## config.mk

```make
export PLATFORM = sky130hd
export DESIGN_NAME = particle_record_update_flat
export DESIGN_NICKNAME = d
export VERILOG_FILES = /design/src/rtl/prupd_pkg.sv /design/src/rtl/prupd_if.sv /design/src/rtl/prupd_classify.sv /design/src/rtl/prupd_sum.sv /design/src/rtl/prupd_finish.sv /design/src/rtl/particle_record_update.sv /design/src/flat_wrapper.sv
export VERILOG_INCLUDE_DIRS = /design/src /design/src/rtl
export SDC_FILE = /design/constraint.sdc
export NUM_CORES = 2
export LEC_CHECK = 0
export ABC_AREA = 1
export BUFFER_PORTS_ARGS = -buffer_cell sky130_fd_sc_hd__buf_2
export CORE_MARGIN = 3
export CORE_UTILIZATION = 40
export DETAILED_ROUTE_END_ITERATION = 16
export GPL_TIMING_DRIVEN = 1
export PLACE_DENSITY = 0.67
export SYNTH_ARGS = -nofsm -noshare
export SYNTH_HDL_FRONTEND = slang
export SYNTH_HIERARCHICAL = 1
export SYNTH_SLANG_ARGS = --single-unit
```

## constraint.sdc

```tcl
create_clock -name i_clk -period 50.5 [get_ports i_clk]
set_input_delay 2.525 -clock i_clk [delete_from_list [all_inputs] [get_ports i_clk]]
set_output_delay 2.525 -clock i_clk [all_outputs]
set_load 0.005 [all_outputs]
```

## src/rtl/particle_record_update_defines.svh

```systemverilog
// Assertion macros for the particle record update block.
// No dependencies; included by the files that carry assertions.
`ifndef PARTICLE_RECORD_UPDATE_DEFINES_SVH
`define PARTICLE_RECORD_UPDATE_DEFINES_SVH

// Same-cycle implication, disabled while reset is asserted.
`define PRU_ASSERT_NOW(label, clk, rst_n, ante, cons) \
    label: assert property (@(posedge clk) disable iff (!(rst_n)) (ante) |-> (cons)) \
        else $error("prupd assertion failed");

// Next-cycle implication, disabled while reset is asserted.
`define PRU_ASSERT_NEXT(label, clk, rst_n, ante, cons) \
    label: assert property (@(posedge clk) disable iff (!(rst_n)) (ante) |=> (cons)) \
        else $error("prupd assertion failed");

`endif

```

## src/rtl/prupd_pkg.sv

```systemverilog
// Shared types, constants and helpers for the particle record update pipeline.
// No dependencies.
package prupd_pkg;

    localparam int LANE_W    = 32;
    localparam int HALF_W    = 16;
    localparam int CH_W      = 8;
    localparam int NUM_CH    = 3;
    localparam int COL_SUM_W = CH_W + 2;
    localparam logic [CH_W-1:0] CH_MAX = 8'hFF;

    typedef enum logic [1:0] {
        KIND_FREE,
        KIND_LIVE,
        KIND_RELEASE
    } t_kind;

    typedef struct packed {
        logic [LANE_W-1:0]        life_word;
        logic signed [HALF_W-1:0] obj_slot;
        logic [2*LANE_W-1:0]      pos_xy;
        logic [LANE_W-1:0]        pos_z;
        logic [2*LANE_W-1:0]      vel_xy;
        logic [LANE_W-1:0]        vel_z;
        logic [2*LANE_W-1:0]      acc_xy;
        logic [LANE_W-1:0]        acc_z;
        logic [LANE_W-1:0]        tex_uv;
        logic [LANE_W-1:0]        tex_uv_step;
        logic [LANE_W-1:0]        color_in;
        logic [NUM_CH*CH_W-1:0]   color_step;
    } t_rec_in;

    typedef struct packed {
        t_kind   kind;
        t_rec_in rec;
    } t_rec_dec;

    typedef struct packed {
        t_kind                                kind;
        t_rec_in                              rec;
        logic [2*LANE_W-1:0]                  pos_xy_sum;
        logic [LANE_W-1:0]                    pos_z_sum;
        logic [2*LANE_W-1:0]                  vel_xy_sum;
        logic [LANE_W-1:0]                    vel_z_sum;
        logic [LANE_W-1:0]                    uv_sum;
        logic [HALF_W-1:0]                    rem_dec;
        logic [NUM_CH-1:0][COL_SUM_W-1:0]     col_sum;
    } t_rec_sum;

    typedef struct packed {
        logic [LANE_W-1:0]        life_out;
        logic signed [HALF_W-1:0] slot_out;
        logic [2*LANE_W-1:0]      pos_xy_out;
        logic [LANE_W-1:0]        pos_z_out;
        logic [2*LANE_W-1:0]      vel_xy_out;
        logic [LANE_W-1:0]        vel_z_out;
        logic [LANE_W-1:0]        tex_uv_out;
        logic [LANE_W-1:0]        color_out;
        logic                     release_res;
        logic signed [HALF_W-1:0] release_slot;
    } t_rec_out;

    // Clamp a signed channel sum to 0..255.
    function automatic logic [CH_W-1:0] sat_ch(input logic [COL_SUM_W-1:0] sum);
        logic [CH_W-1:0] res;
        if (sum[COL_SUM_W-1]) begin
            res = '0;
        end else if (sum[COL_SUM_W-2:CH_W] != '0) begin
            res = CH_MAX;
        end else begin
            res = sum[CH_W-1:0];
        end
        return res;
    endfunction

endpackage

```

## src/rtl/prupd_if.sv

```systemverilog
// Valid/ready channel interfaces for particle records in and updated records out.
// No dependencies.
interface prupd_in_if;
    logic               valid;
    logic               ready;
    logic [31:0]        life_word;
    logic signed [15:0] obj_slot;
    logic [63:0]        pos_xy;
    logic [31:0]        pos_z;
    logic [63:0]        vel_xy;
    logic [31:0]        vel_z;
    logic [63:0]        acc_xy;
    logic [31:0]        acc_z;
    logic [31:0]        tex_uv;
    logic [31:0]        tex_uv_step;
    logic [31:0]        color_in;
    logic [23:0]        color_step;

    modport source (
        output valid, life_word, obj_slot, pos_xy, pos_z, vel_xy, vel_z,
               acc_xy, acc_z, tex_uv, tex_uv_step, color_in, color_step,
        input  ready
    );
    modport sink (
        input  valid, life_word, obj_slot, pos_xy, pos_z, vel_xy, vel_z,
               acc_xy, acc_z, tex_uv, tex_uv_step, color_in, color_step,
        output ready
    );
endinterface

interface prupd_out_if;
    logic               valid;
    logic               ready;
    logic [31:0]        life_out;
    logic signed [15:0] slot_out;
    logic [63:0]        pos_xy_out;
    logic [31:0]        pos_z_out;
    logic [63:0]        vel_xy_out;
    logic [31:0]        vel_z_out;
    logic [31:0]        tex_uv_out;
    logic [31:0]        color_out;
    logic               release_res;
    logic signed [15:0] release_slot;

    modport source (
        output valid, life_out, slot_out, pos_xy_out, pos_z_out, vel_xy_out,
               vel_z_out, tex_uv_out, color_out, release_res, release_slot,
        input  ready
    );
    modport sink (
        input  valid, life_out, slot_out, pos_xy_out, pos_z_out, vel_xy_out,
               vel_z_out, tex_uv_out, color_out, release_res, release_slot,
        output ready
    );
endinterface

```

## src/rtl/prupd_classify.sv

```systemverilog
// Stage 1: registers the incoming record and classifies it as free, live or released.
// Depends on prupd_pkg.
module prupd_classify import prupd_pkg::*; (
    input  logic     i_clk,
    input  logic     i_rst_n,
    input  logic     i_valid,
    output logic     o_ready,
    input  t_rec_in  i_data,
    output logic     o_valid,
    input  logic     i_ready,
    output t_rec_dec o_data
);

    logic              r_vld;
    t_rec_dec          r_data;
    t_rec_dec          n_data;
    logic [HALF_W-1:0] owner;
    logic [HALF_W-1:0] rem;

    assign owner = i_data.life_word[LANE_W-1:HALF_W];
    assign rem   = i_data.life_word[HALF_W-1:0];

    always_comb begin
        n_data.rec = i_data;
        if (owner == '0) begin
            n_data.kind = KIND_FREE;
        end else if (rem != '0 && !rem[HALF_W-1]) begin
            n_data.kind = KIND_LIVE;
        end else begin
            n_data.kind = KIND_RELEASE;
        end
    end

    assign o_ready = !r_vld || i_ready;

    always_ff @(posedge i_clk) begin
        if (!i_rst_n) begin
            r_vld <= 1'b0;
        end else if (o_ready) begin
            r_vld <= i_valid;
        end
    end

    always_ff @(posedge i_clk) begin
        if (o_ready && i_valid) begin
            r_data <= n_data;
        end
    end

    assign o_valid = r_vld;
    assign o_data  = r_data;

endmodule

```

## src/rtl/prupd_sum.sv

```systemverilog
// Stage 2: lane adders for position, velocity, texture coordinates, color and life.
// Depends on prupd_pkg.
module prupd_sum import prupd_pkg::*; (
    input  logic     i_clk,
    input  logic     i_rst_n,
    input  logic     i_valid,
    output logic     o_ready,
    input  t_rec_dec i_data,
    output logic     o_valid,
    input  logic     i_ready,
    output t_rec_sum o_data
);

    logic     r_vld;
    t_rec_sum r_data;
    t_rec_sum n_data;
    t_rec_in  rec;

    assign rec = i_data.rec;

    always_comb begin
        logic [CH_W-1:0] base;
        logic [CH_W-1:0] step;
        n_data.kind = i_data.kind;
        n_data.rec  = rec;
        n_data.pos_xy_sum = {rec.pos_xy[2*LANE_W-1:LANE_W] + rec.vel_xy[2*LANE_W-1:LANE_W],
                             rec.pos_xy[LANE_W-1:0] + rec.vel_xy[LANE_W-1:0]};
        n_data.pos_z_sum  = rec.pos_z + rec.vel_z;
        n_data.vel_xy_sum = {rec.vel_xy[2*LANE_W-1:LANE_W] + rec.acc_xy[2*LANE_W-1:LANE_W],
                             rec.vel_xy[LANE_W-1:0] + rec.acc_xy[LANE_W-1:0]};
        n_data.vel_z_sum  = rec.vel_z + rec.acc_z;
        n_data.uv_sum = {rec.tex_uv[LANE_W-1:HALF_W] + rec.tex_uv_step[LANE_W-1:HALF_W],
                         rec.tex_uv[HALF_W-1:0] + rec.tex_uv_step[HALF_W-1:0]};
        n_data.rem_dec = rec.life_word[HALF_W-1:0] - HALF_W'(1);
        for (int c = 0; c < NUM_CH; c++) begin
            base = rec.color_in[c*CH_W +: CH_W];
            step = rec.color_step[c*CH_W +: CH_W];
            // unsigned byte plus sign-extended delta
            n_data.col_sum[c] = {2'b00, base} + {{2{step[CH_W-1]}}, step};
        end
    end

    assign o_ready = !r_vld || i_ready;

    always_ff @(posedge i_clk) begin
        if (!i_rst_n) begin
            r_vld <= 1'b0;
        end else if (o_ready) begin
            r_vld <= i_valid;
        end
    end

    always_ff @(posedge i_clk) begin
        if (o_ready && i_valid) begin
            r_data <= n_data;
        end
    end

    assign o_valid = r_vld;
    assign o_data  = r_data;

endmodule

```

## src/rtl/prupd_finish.sv

```systemverilog
// Stage 3: color saturation and result select; holds the output register.
// Depends on prupd_pkg.
module prupd_finish import prupd_pkg::*; (
    input  logic     i_clk,
    input  logic     i_rst_n,
    input  logic     i_valid,
    output logic     o_ready,
    input  t_rec_sum i_data,
    output logic     o_valid,
    input  logic     i_ready,
    output t_rec_out o_data
);

    logic     r_vld;
    t_rec_out r_data;
    t_rec_out n_data;
    t_rec_in  rec;

    assign rec = i_data.rec;

    always_comb begin
        // pass-through by default (free record)
        n_data.life_out     = rec.life_word;
        n_data.slot_out     = rec.obj_slot;
        n_data.pos_xy_out   = rec.pos_xy;
        n_data.pos_z_out    = rec.pos_z;
        n_data.vel_xy_out   = rec.vel_xy;
        n_data.vel_z_out    = rec.vel_z;
        n_data.tex_uv_out   = rec.tex_uv;
        n_data.color_out    = rec.color_in;
        n_data.release_res  = 1'b0;
        n_data.release_slot = '0;
        case (i_data.kind)
            KIND_LIVE: begin
                n_data.life_out   = {rec.life_word[LANE_W-1:HALF_W], i_data.rem_dec};
                n_data.pos_xy_out = i_data.pos_xy_sum;
                n_data.pos_z_out  = i_data.pos_z_sum;
                n_data.vel_xy_out = i_data.vel_xy_sum;
                n_data.vel_z_out  = i_data.vel_z_sum;
                n_data.tex_uv_out = i_data.uv_sum;
                n_data.color_out  = {rec.color_in[LANE_W-1:NUM_CH*CH_W],
                                     sat_ch(i_data.col_sum[2]),
                                     sat_ch(i_data.col_sum[1]),
                                     sat_ch(i_data.col_sum[0])};
            end
            KIND_RELEASE: begin
                n_data.life_out     = '0;
                n_data.slot_out     = '0;
                n_data.release_res  = 1'b1;
                n_data.release_slot = rec.obj_slot;
            end
            default: begin
            end
        endcase
    end

    assign o_ready = !r_vld || i_ready;

    always_ff @(posedge i_clk) begin
        if (!i_rst_n) begin
            r_vld <= 1'b0;
        end else if (o_ready) begin
            r_vld <= i_valid;
        end
    end

    always_ff @(posedge i_clk) begin
        if (o_ready && i_valid) begin
            r_data <= n_data;
        end
    end

    assign o_valid = r_vld;
    assign o_data  = r_data;

endmodule

```

## src/rtl/particle_record_update.sv

```systemverilog
// Top level of the particle record update block: three-stage record pipeline.
// Depends on prupd_pkg, prupd_if, prupd_classify, prupd_sum, prupd_finish and the defines header.
//
//   channel  | dir | contents
//   ---------+-----+----------------------------------------------
//   i_rec    | in  | one particle record per transaction
//   o_rec    | out | updated record plus release event, one per input
//
// Three register stages (classify, add, select): a record accepted into the classify
// register passes through the add and select registers to o_rec. One record is
// taken every cycle while o_rec does not stall, since every stage can load while it unloads.
// Each stage advances when empty or when the stage after it advances, so a stall
// at o_rec backs up stage by stage and nothing is dropped or repeated.
// Synchronous active-low reset empties all stages; there is no state to clear.
`include "particle_record_update_defines.svh"

module particle_record_update import prupd_pkg::*; (
    input logic         i_clk,
    input logic         i_rst_n,
    prupd_in_if.sink    i_rec,
    prupd_out_if.source o_rec
);

    t_rec_in  in_data;
    t_rec_dec dec_data;
    t_rec_sum sum_data;
    t_rec_out out_data;
    logic     dec_valid;
    logic     dec_ready;
    logic     sum_valid;
    logic     sum_ready;

    always_comb begin
        in_data.life_word   = i_rec.life_word;
        in_data.obj_slot    = i_rec.obj_slot;
        in_data.pos_xy      = i_rec.pos_xy;
        in_data.pos_z       = i_rec.pos_z;
        in_data.vel_xy      = i_rec.vel_xy;
        in_data.vel_z       = i_rec.vel_z;
        in_data.acc_xy      = i_rec.acc_xy;
        in_data.acc_z       = i_rec.acc_z;
        in_data.tex_uv      = i_rec.tex_uv;
        in_data.tex_uv_step = i_rec.tex_uv_step;
        in_data.color_in    = i_rec.color_in;
        in_data.color_step  = i_rec.color_step;
    end

    prupd_classify u_classify (
        .i_clk   (i_clk),
        .i_rst_n (i_rst_n),
        .i_valid (i_rec.valid),
        .o_ready (i_rec.ready),
        .i_data  (in_data),
        .o_valid (dec_valid),
        .i_ready (dec_ready),
        .o_data  (dec_data)
    );

    prupd_sum u_sum (
        .i_clk   (i_clk),
        .i_rst_n (i_rst_n),
        .i_valid (dec_valid),
        .o_ready (dec_ready),
        .i_data  (dec_data),
        .o_valid (sum_valid),
        .i_ready (sum_ready),
        .o_data  (sum_data)
    );

    prupd_finish u_finish (
        .i_clk   (i_clk),
        .i_rst_n (i_rst_n),
        .i_valid (sum_valid),
        .o_ready (sum_ready),
        .i_data  (sum_data),
        .o_valid (o_rec.valid),
        .i_ready (o_rec.ready),
        .o_data  (out_data)
    );

    assign o_rec.life_out     = out_data.life_out;
    assign o_rec.slot_out     = out_data.slot_out;
    assign o_rec.pos_xy_out   = out_data.pos_xy_out;
    assign o_rec.pos_z_out    = out_data.pos_z_out;
    assign o_rec.vel_xy_out   = out_data.vel_xy_out;
    assign o_rec.vel_z_out    = out_data.vel_z_out;
    assign o_rec.tex_uv_out   = out_data.tex_uv_out;
    assign o_rec.color_out    = out_data.color_out;
    assign o_rec.release_res  = out_data.release_res;
    assign o_rec.release_slot = out_data.release_slot;

    // released record carries a cleared life word and slot
    `PRU_ASSERT_NOW(a_release_clears, i_clk, i_rst_n, o_rec.valid && o_rec.release_res, o_rec.life_out == '0 && o_rec.slot_out == '0)
    // no release event means no slot named
    `PRU_ASSERT_NOW(a_no_release_slot, i_clk, i_rst_n, o_rec.valid && !o_rec.release_res, o_rec.release_slot == '0)
    // input back-pressure only when every stage is full and the output stalls
    `PRU_ASSERT_NOW(a_backpressure, i_clk, i_rst_n, !i_rec.ready, o_rec.valid && !o_rec.ready && dec_valid && sum_valid)
    // a stalled result stays valid into the next cycle
    `PRU_ASSERT_NEXT(a_out_hold, i_clk, i_rst_n, o_rec.valid && !o_rec.ready, o_rec.valid)

endmodule

```

## src/flat_wrapper.sv

```systemverilog
// flat-port wrapper written by rule: the top's interface ports become plain ports
module particle_record_update_flat import prupd_pkg::*;
  (i_clk, i_rst_n, i_rec_valid, i_rec_life_word, i_rec_obj_slot, i_rec_pos_xy, i_rec_pos_z, i_rec_vel_xy, i_rec_vel_z, i_rec_acc_xy, i_rec_acc_z, i_rec_tex_uv, i_rec_tex_uv_step, i_rec_color_in, i_rec_color_step, i_rec_ready, o_rec_valid, o_rec_life_out, o_rec_slot_out, o_rec_pos_xy_out, o_rec_pos_z_out, o_rec_vel_xy_out, o_rec_vel_z_out, o_rec_tex_uv_out, o_rec_color_out, o_rec_release_res, o_rec_release_slot, o_rec_ready);
  prupd_in_if i_rec_i ();
  prupd_out_if o_rec_i ();
  input logic i_clk;
  input logic i_rst_n;
  input wire logic [$bits(i_rec_i.valid)-1:0] i_rec_valid;
  input wire logic [$bits(i_rec_i.life_word)-1:0] i_rec_life_word;
  input wire logic [$bits(i_rec_i.obj_slot)-1:0] i_rec_obj_slot;
  input wire logic [$bits(i_rec_i.pos_xy)-1:0] i_rec_pos_xy;
  input wire logic [$bits(i_rec_i.pos_z)-1:0] i_rec_pos_z;
  input wire logic [$bits(i_rec_i.vel_xy)-1:0] i_rec_vel_xy;
  input wire logic [$bits(i_rec_i.vel_z)-1:0] i_rec_vel_z;
  input wire logic [$bits(i_rec_i.acc_xy)-1:0] i_rec_acc_xy;
  input wire logic [$bits(i_rec_i.acc_z)-1:0] i_rec_acc_z;
  input wire logic [$bits(i_rec_i.tex_uv)-1:0] i_rec_tex_uv;
  input wire logic [$bits(i_rec_i.tex_uv_step)-1:0] i_rec_tex_uv_step;
  input wire logic [$bits(i_rec_i.color_in)-1:0] i_rec_color_in;
  input wire logic [$bits(i_rec_i.color_step)-1:0] i_rec_color_step;
  output wire logic [$bits(i_rec_i.ready)-1:0] i_rec_ready;
  output wire logic [$bits(o_rec_i.valid)-1:0] o_rec_valid;
  output wire logic [$bits(o_rec_i.life_out)-1:0] o_rec_life_out;
  output wire logic [$bits(o_rec_i.slot_out)-1:0] o_rec_slot_out;
  output wire logic [$bits(o_rec_i.pos_xy_out)-1:0] o_rec_pos_xy_out;
  output wire logic [$bits(o_rec_i.pos_z_out)-1:0] o_rec_pos_z_out;
  output wire logic [$bits(o_rec_i.vel_xy_out)-1:0] o_rec_vel_xy_out;
  output wire logic [$bits(o_rec_i.vel_z_out)-1:0] o_rec_vel_z_out;
  output wire logic [$bits(o_rec_i.tex_uv_out)-1:0] o_rec_tex_uv_out;
  output wire logic [$bits(o_rec_i.color_out)-1:0] o_rec_color_out;
  output wire logic [$bits(o_rec_i.release_res)-1:0] o_rec_release_res;
  output wire logic [$bits(o_rec_i.release_slot)-1:0] o_rec_release_slot;
  input wire logic [$bits(o_rec_i.ready)-1:0] o_rec_ready;
  assign i_rec_i.valid = i_rec_valid;
  assign i_rec_i.life_word = i_rec_life_word;
  assign i_rec_i.obj_slot = i_rec_obj_slot;
  assign i_rec_i.pos_xy = i_rec_pos_xy;
  assign i_rec_i.pos_z = i_rec_pos_z;
  assign i_rec_i.vel_xy = i_rec_vel_xy;
  assign i_rec_i.vel_z = i_rec_vel_z;
  assign i_rec_i.acc_xy = i_rec_acc_xy;
  assign i_rec_i.acc_z = i_rec_acc_z;
  assign i_rec_i.tex_uv = i_rec_tex_uv;
  assign i_rec_i.tex_uv_step = i_rec_tex_uv_step;
  assign i_rec_i.color_in = i_rec_color_in;
  assign i_rec_i.color_step = i_rec_color_step;
  assign i_rec_ready = i_rec_i.ready;
  assign o_rec_valid = o_rec_i.valid;
  assign o_rec_life_out = o_rec_i.life_out;
  assign o_rec_slot_out = o_rec_i.slot_out;
  assign o_rec_pos_xy_out = o_rec_i.pos_xy_out;
  assign o_rec_pos_z_out = o_rec_i.pos_z_out;
  assign o_rec_vel_xy_out = o_rec_i.vel_xy_out;
  assign o_rec_vel_z_out = o_rec_i.vel_z_out;
  assign o_rec_tex_uv_out = o_rec_i.tex_uv_out;
  assign o_rec_color_out = o_rec_i.color_out;
  assign o_rec_release_res = o_rec_i.release_res;
  assign o_rec_release_slot = o_rec_i.release_slot;
  assign o_rec_i.ready = o_rec_ready;
  particle_record_update u_core (.i_clk(i_clk), .i_rst_n(i_rst_n), .i_rec(i_rec_i), .o_rec(o_rec_i));
endmodule
```

After elaboration in Yosys (flattened, before gate mapping) --
Cells that the tools add are included. Widths: inputs -> output; s select.
Word-level totals: flip-flop bits (word level) 1358, latch bits 0, RAM bits 0, bits in read-only memories 0, bits of input ports 460, output and inout port bits 323, logic and storage cells 81, memories 0
Operators by class: add/subtract/negate cells 12, multiply operators 0, div/mod/pow operators 0, $lt $le $gt $ge 0, equal/unequal tests 2, shift operators 0, muxes and demuxes 10, bitwise operators 0, reduce and logical (&&, ||, !) cells 13
Operator list (count):
- $mux 256 | 1
- $add 32x32->32 | 6
- $pmux 32 s2 | 1
- $mux 8 | 6
- $add 16x16->16 | 2
- $add 9x8->10 | 3
- $mux 17 | 1
- $logic_not 16->1 | 1
- $reduce_bool 16->1 | 1
- $sub 16x1->16 const B | 1
- $logic_and 1x1->1 | 4
- $logic_not 1->1 | 4
- $logic_or 1x1->1 | 3
- $eq 2x1->1 const B | 1
- $eq 2x2->1 const B | 1
- $mux 2 | 1

Depth between registers and ports, before layout --
word-level depth 5, mapped depth 12, gate-level depth less buffers 12

Hierarchy --
The synthesis kept the hierarchy.
Modules (own cells, without submodules):
- prupd_sum | times used 1, cells an instance 4161, area each 38744.7 sq um, sequential area each 21881.0 sq um
- prupd_finish | times used 1, cells an instance 1339, area each 14053.5 sq um, sequential area each 9659.3 sq um
- prupd_classify | times used 1, cells an instance 500, area each 13939.6 sq um, sequential area each 13773.2 sq um

Worst setup path after synthesis --
No wires, ideal clock.
kind in2reg, start point input port o_rec_ready, end point register u_core.u_sum.r_data, in the netlist u_core/u_sum/o_data[0], enable pin, setup time 2.066 ns, data arrival time 37.337 ns, data required time 48.434 ns, slack 11.097 ns, stages on the path 4, buffers on the path 0, cells stage by stage inv_1 nand2_1 inv_1 a21oi_1
Between the ends: word-level cells in the longest chain between the ends 3
RTL lines:
- start: declaration | line flat_wrapper.sv:33 | input wire logic [$bits(o_rec_i.ready)-1:0] o_rec_ready;
- $logic_or 1x1->1 | line prupd_finish.sv:57 | assign o_ready = !r_vld || i_ready;
- named net u_core.sum_ready | line particle_record_update.sv:31 | logic sum_ready;
- $logic_or 1x1->1 | line prupd_sum.sv:43 | assign o_ready = !r_vld || i_ready;
- $logic_and 1x1->1 | line prupd_sum.sv:54 | if (o_ready && i_valid) begin
- end signal: assignment | line prupd_sum.sv:55 | r_data <= n_data;
- end: declaration | line prupd_sum.sv:15 | t_rec_sum r_data;
The timed path passes the listed nets, and every way through them passes these cells. A chain may end at the register's enable or synchronous reset.

Worst setup path in the final report --
start point input port o_rec_ready, end point register u_core.u_classify.r_data, in the netlist u_core/u_classify/o_data[180], enable pin
Between the ends: word-level cells in the longest chain between the ends 4
RTL lines:
- $logic_or 1x1->1 | line prupd_finish.sv:57
- named net u_core.sum_ready | line particle_record_update.sv:31
- $logic_or 1x1->1 | line prupd_sum.sv:43
- named net u_core.dec_ready | line particle_record_update.sv:29 | logic dec_ready;
- $logic_or 1x1->1 | line prupd_classify.sv:34 | assign o_ready = !r_vld || i_ready;
- $logic_and 1x1->1 | line prupd_classify.sv:45 | if (o_ready && i_valid) begin
- end signal: assignment | line prupd_classify.sv:46 | r_data <= n_data;
- end: declaration | line prupd_classify.sv:15 | t_rec_dec r_data;
The timed path passes the listed nets, and every way through them passes these cells.

==> impl_metrics.toml <==
[grt]
antenna_found_initial = 51
gr-total-overflow = 0
grt_max_degree = 170
grt_pass1_vias = 40650
grt_pass1_wl_um = 250800
grt_usage_pct = 20.68

[routing]
wl_met2_um = 77210
wl_um = 168300
dr.max_layer_used = "met5"
vias = 42530
route.detailed.drc = 0
first_iter_violations = 3490
wl_per_cell_um = 18.87
drt-met1-wl_um = 73610
wl_met3_um = 13550
viasPerCell = 4.769
ant_nets = 0
dr.pass1.iters = 6

[floorplanning]
top_level_ports = 783
fp.dieH_um = 400.3
std_cell_rows = 144
start_util_pct = 40.31
die-area_mm2 = 0.1602
fp.dieW_um = 400.3
core-area_mm2 = 0.1542

[job]
maxCapViolCount = 0

[yosys]
syn_area_per_cell_um2 = 10.63
syn-cell-area_mm2 = 0.06217
ys_warn_count = 6
syn-num-nets = 6566
synth_cells = 5848

[final_layout]
drive_gt1_share_pct = 15.87
seqCellArea_mm2 = 0.04075
area_delta_synth_final_pct = 17.83
final_area_mm2 = 0.07326
fillers = 14120
multi_input_area_mm2 = 0.01709
layout.nets = 7461

[placed_design]
pre_cts_slack_ns = 43.50
hpwl_um = 129300
place_congestion = 0.9860
dpl_cell_area_mm2 = 0.06846
port-buffer-count = 782

[timing]
holdWs_ns = 0.4091
finalSetupViolations = 0
tightest_slew_ns = 1.096
setup_tns_ns = 0
min_period_ns = 6.142
rsz0062_at_grt = "no"
max_freq_ghz = 0.1628
slew_viol_final = 0
setup_slack_ns = 44.36
period_share_pct = 12.16
skew_ns = 0.03615
max-slew-margin-rel_pct = 26.95
hold_viol_final = 0

[status]
run_status = "completed"

[power_and_ir_drop]
p_sw_share_pct = 24.83
power.density_mw_per_mm2 = 36.74
intPower_mw = 2.023
switchingPower_mw = 0.6684
p_comb_share_pct = 10.6
p_clk_share_pct = 39.2
seq_power_share_pct = 50.2
p_leak_nw = 33.28
ir_drop_mv = 0.02895
p_total_mw = 2.692

[clock_network]
clk_path_buf_depth = 3
cts_buffers = 146
cts_hold_buf = 0
post_cts_buffers = 0
ctsHtreeMaxLevel = 4
clock_sinks = 1358
clk_pin_slew_ns = 0.06
root_buffer = "clkbuf_16"
cts_resized = 0
clock_latency_ns = 0.76
cts_tree = "done"

[worst_setup_path]
crit_type = "primary input to flop"
crit_fanout = 65
worstSetupEndpointType = "flop"
crit_arrival_ns = 6.52
cp.required_ns = 50.88
worst_setup_path_start_kind = "primary input"

[min_path]
hp-class = "flop to flop"
-- layer usage --
metal | vias to the layer above | global-route usage, %
met5 | - | 0
met3 | 253 | 4.988
met1 | 19790 | 28.48
met2 | 1556 | 33.07
met4 | 34 | 4.993
li1 | 20900 | -
-- flip-flops by register name (all words and copies together), names as in the netlist --
name	cells
u_core/u_classify/o_data	458
u_core/u_classify/o_valid	1
u_core/u_finish/o_data	321
u_core/u_finish/o_valid	1
u_core/u_sum/o_data	576
u_core/u_sum/o_valid	1
-- worst paths after layout --
kind / from / end / slack (ns) / depth (start not counted)
min reg2reg: u_core/u_classify/o_data[457]$_SDFFCE_PN0P_ / u_core/u_sum/o_data[727]$_DFFE_PP_ / 0.41 / 0
max reg2reg: u_core/u_finish/o_valid$_SDFFE_PN0P_ / u_core/u_classify/o_data[180]$_DFFE_PP_ / 45.90 / 9
max: o_rec_ready / u_core/u_classify/o_data[180]$_DFFE_PP_ / 44.36 / 11
min: u_core/u_classify/o_data[457]$_SDFFCE_PN0P_ / u_core/u_sum/o_data[727]$_DFFE_PP_ / 0.41 / 0
-- power groups by stage --
stage	clock [mW]	sequential, mW	combinational [mW]
finish	1.06	1.35	0.285
global route	1.13	1.36	0.323
CTS	1.08	1.35	0.285
detailed placement	0	1.38	0.283
global placement	0	1.37	0.278
floorplan	0	1.40	0.185
-- worst max-delay path: stages --
cell and delay, ns:
buf_2 0.08, inv_1 0.06, nand2_1 0.09, inv_1 0.08
nand2_1 0.08, inv_1 0.08, a21oi_4 0.65, buf_4 0.58
buf_4 0.69, buf_4 0.67, buf_4 0.76
-- through the flow --
step / utilization (%) / cells
after floorplan: - / 5848
after global placement: 44.39 / 8639
after detailed placement: 44.39 / 8639
after CTS: 47.47 / 8898
after global routing: 47.47 / 8898
final: 47.50 / 8917
-- placed cells by master, fill, tap and decap left out, drive strengths merged, types with 70 or more instances in the layout --
master     n
clkbuf   164
a21oi    169
inv     1047
edfxtp  1355
nand3    214
clkinv    70
xor2     132
buf      808
nor2     332
o21ai    236
nand2   1921
ha       247
-- final cells by class --
class	count	share of cell area (%)
Clock inverter	95	1.353
Tap cell	2044	3.491
Multi-Input combinational cell	3387	23.33
Clock buffer	164	5.137
Inverter	1042	5.339
Timing Repair Buffer	808	5.660
Antenna cell	19	0.06490
Sequential cell	1358	55.62
No activity file was read; power rests on OpenSTA's default activity.
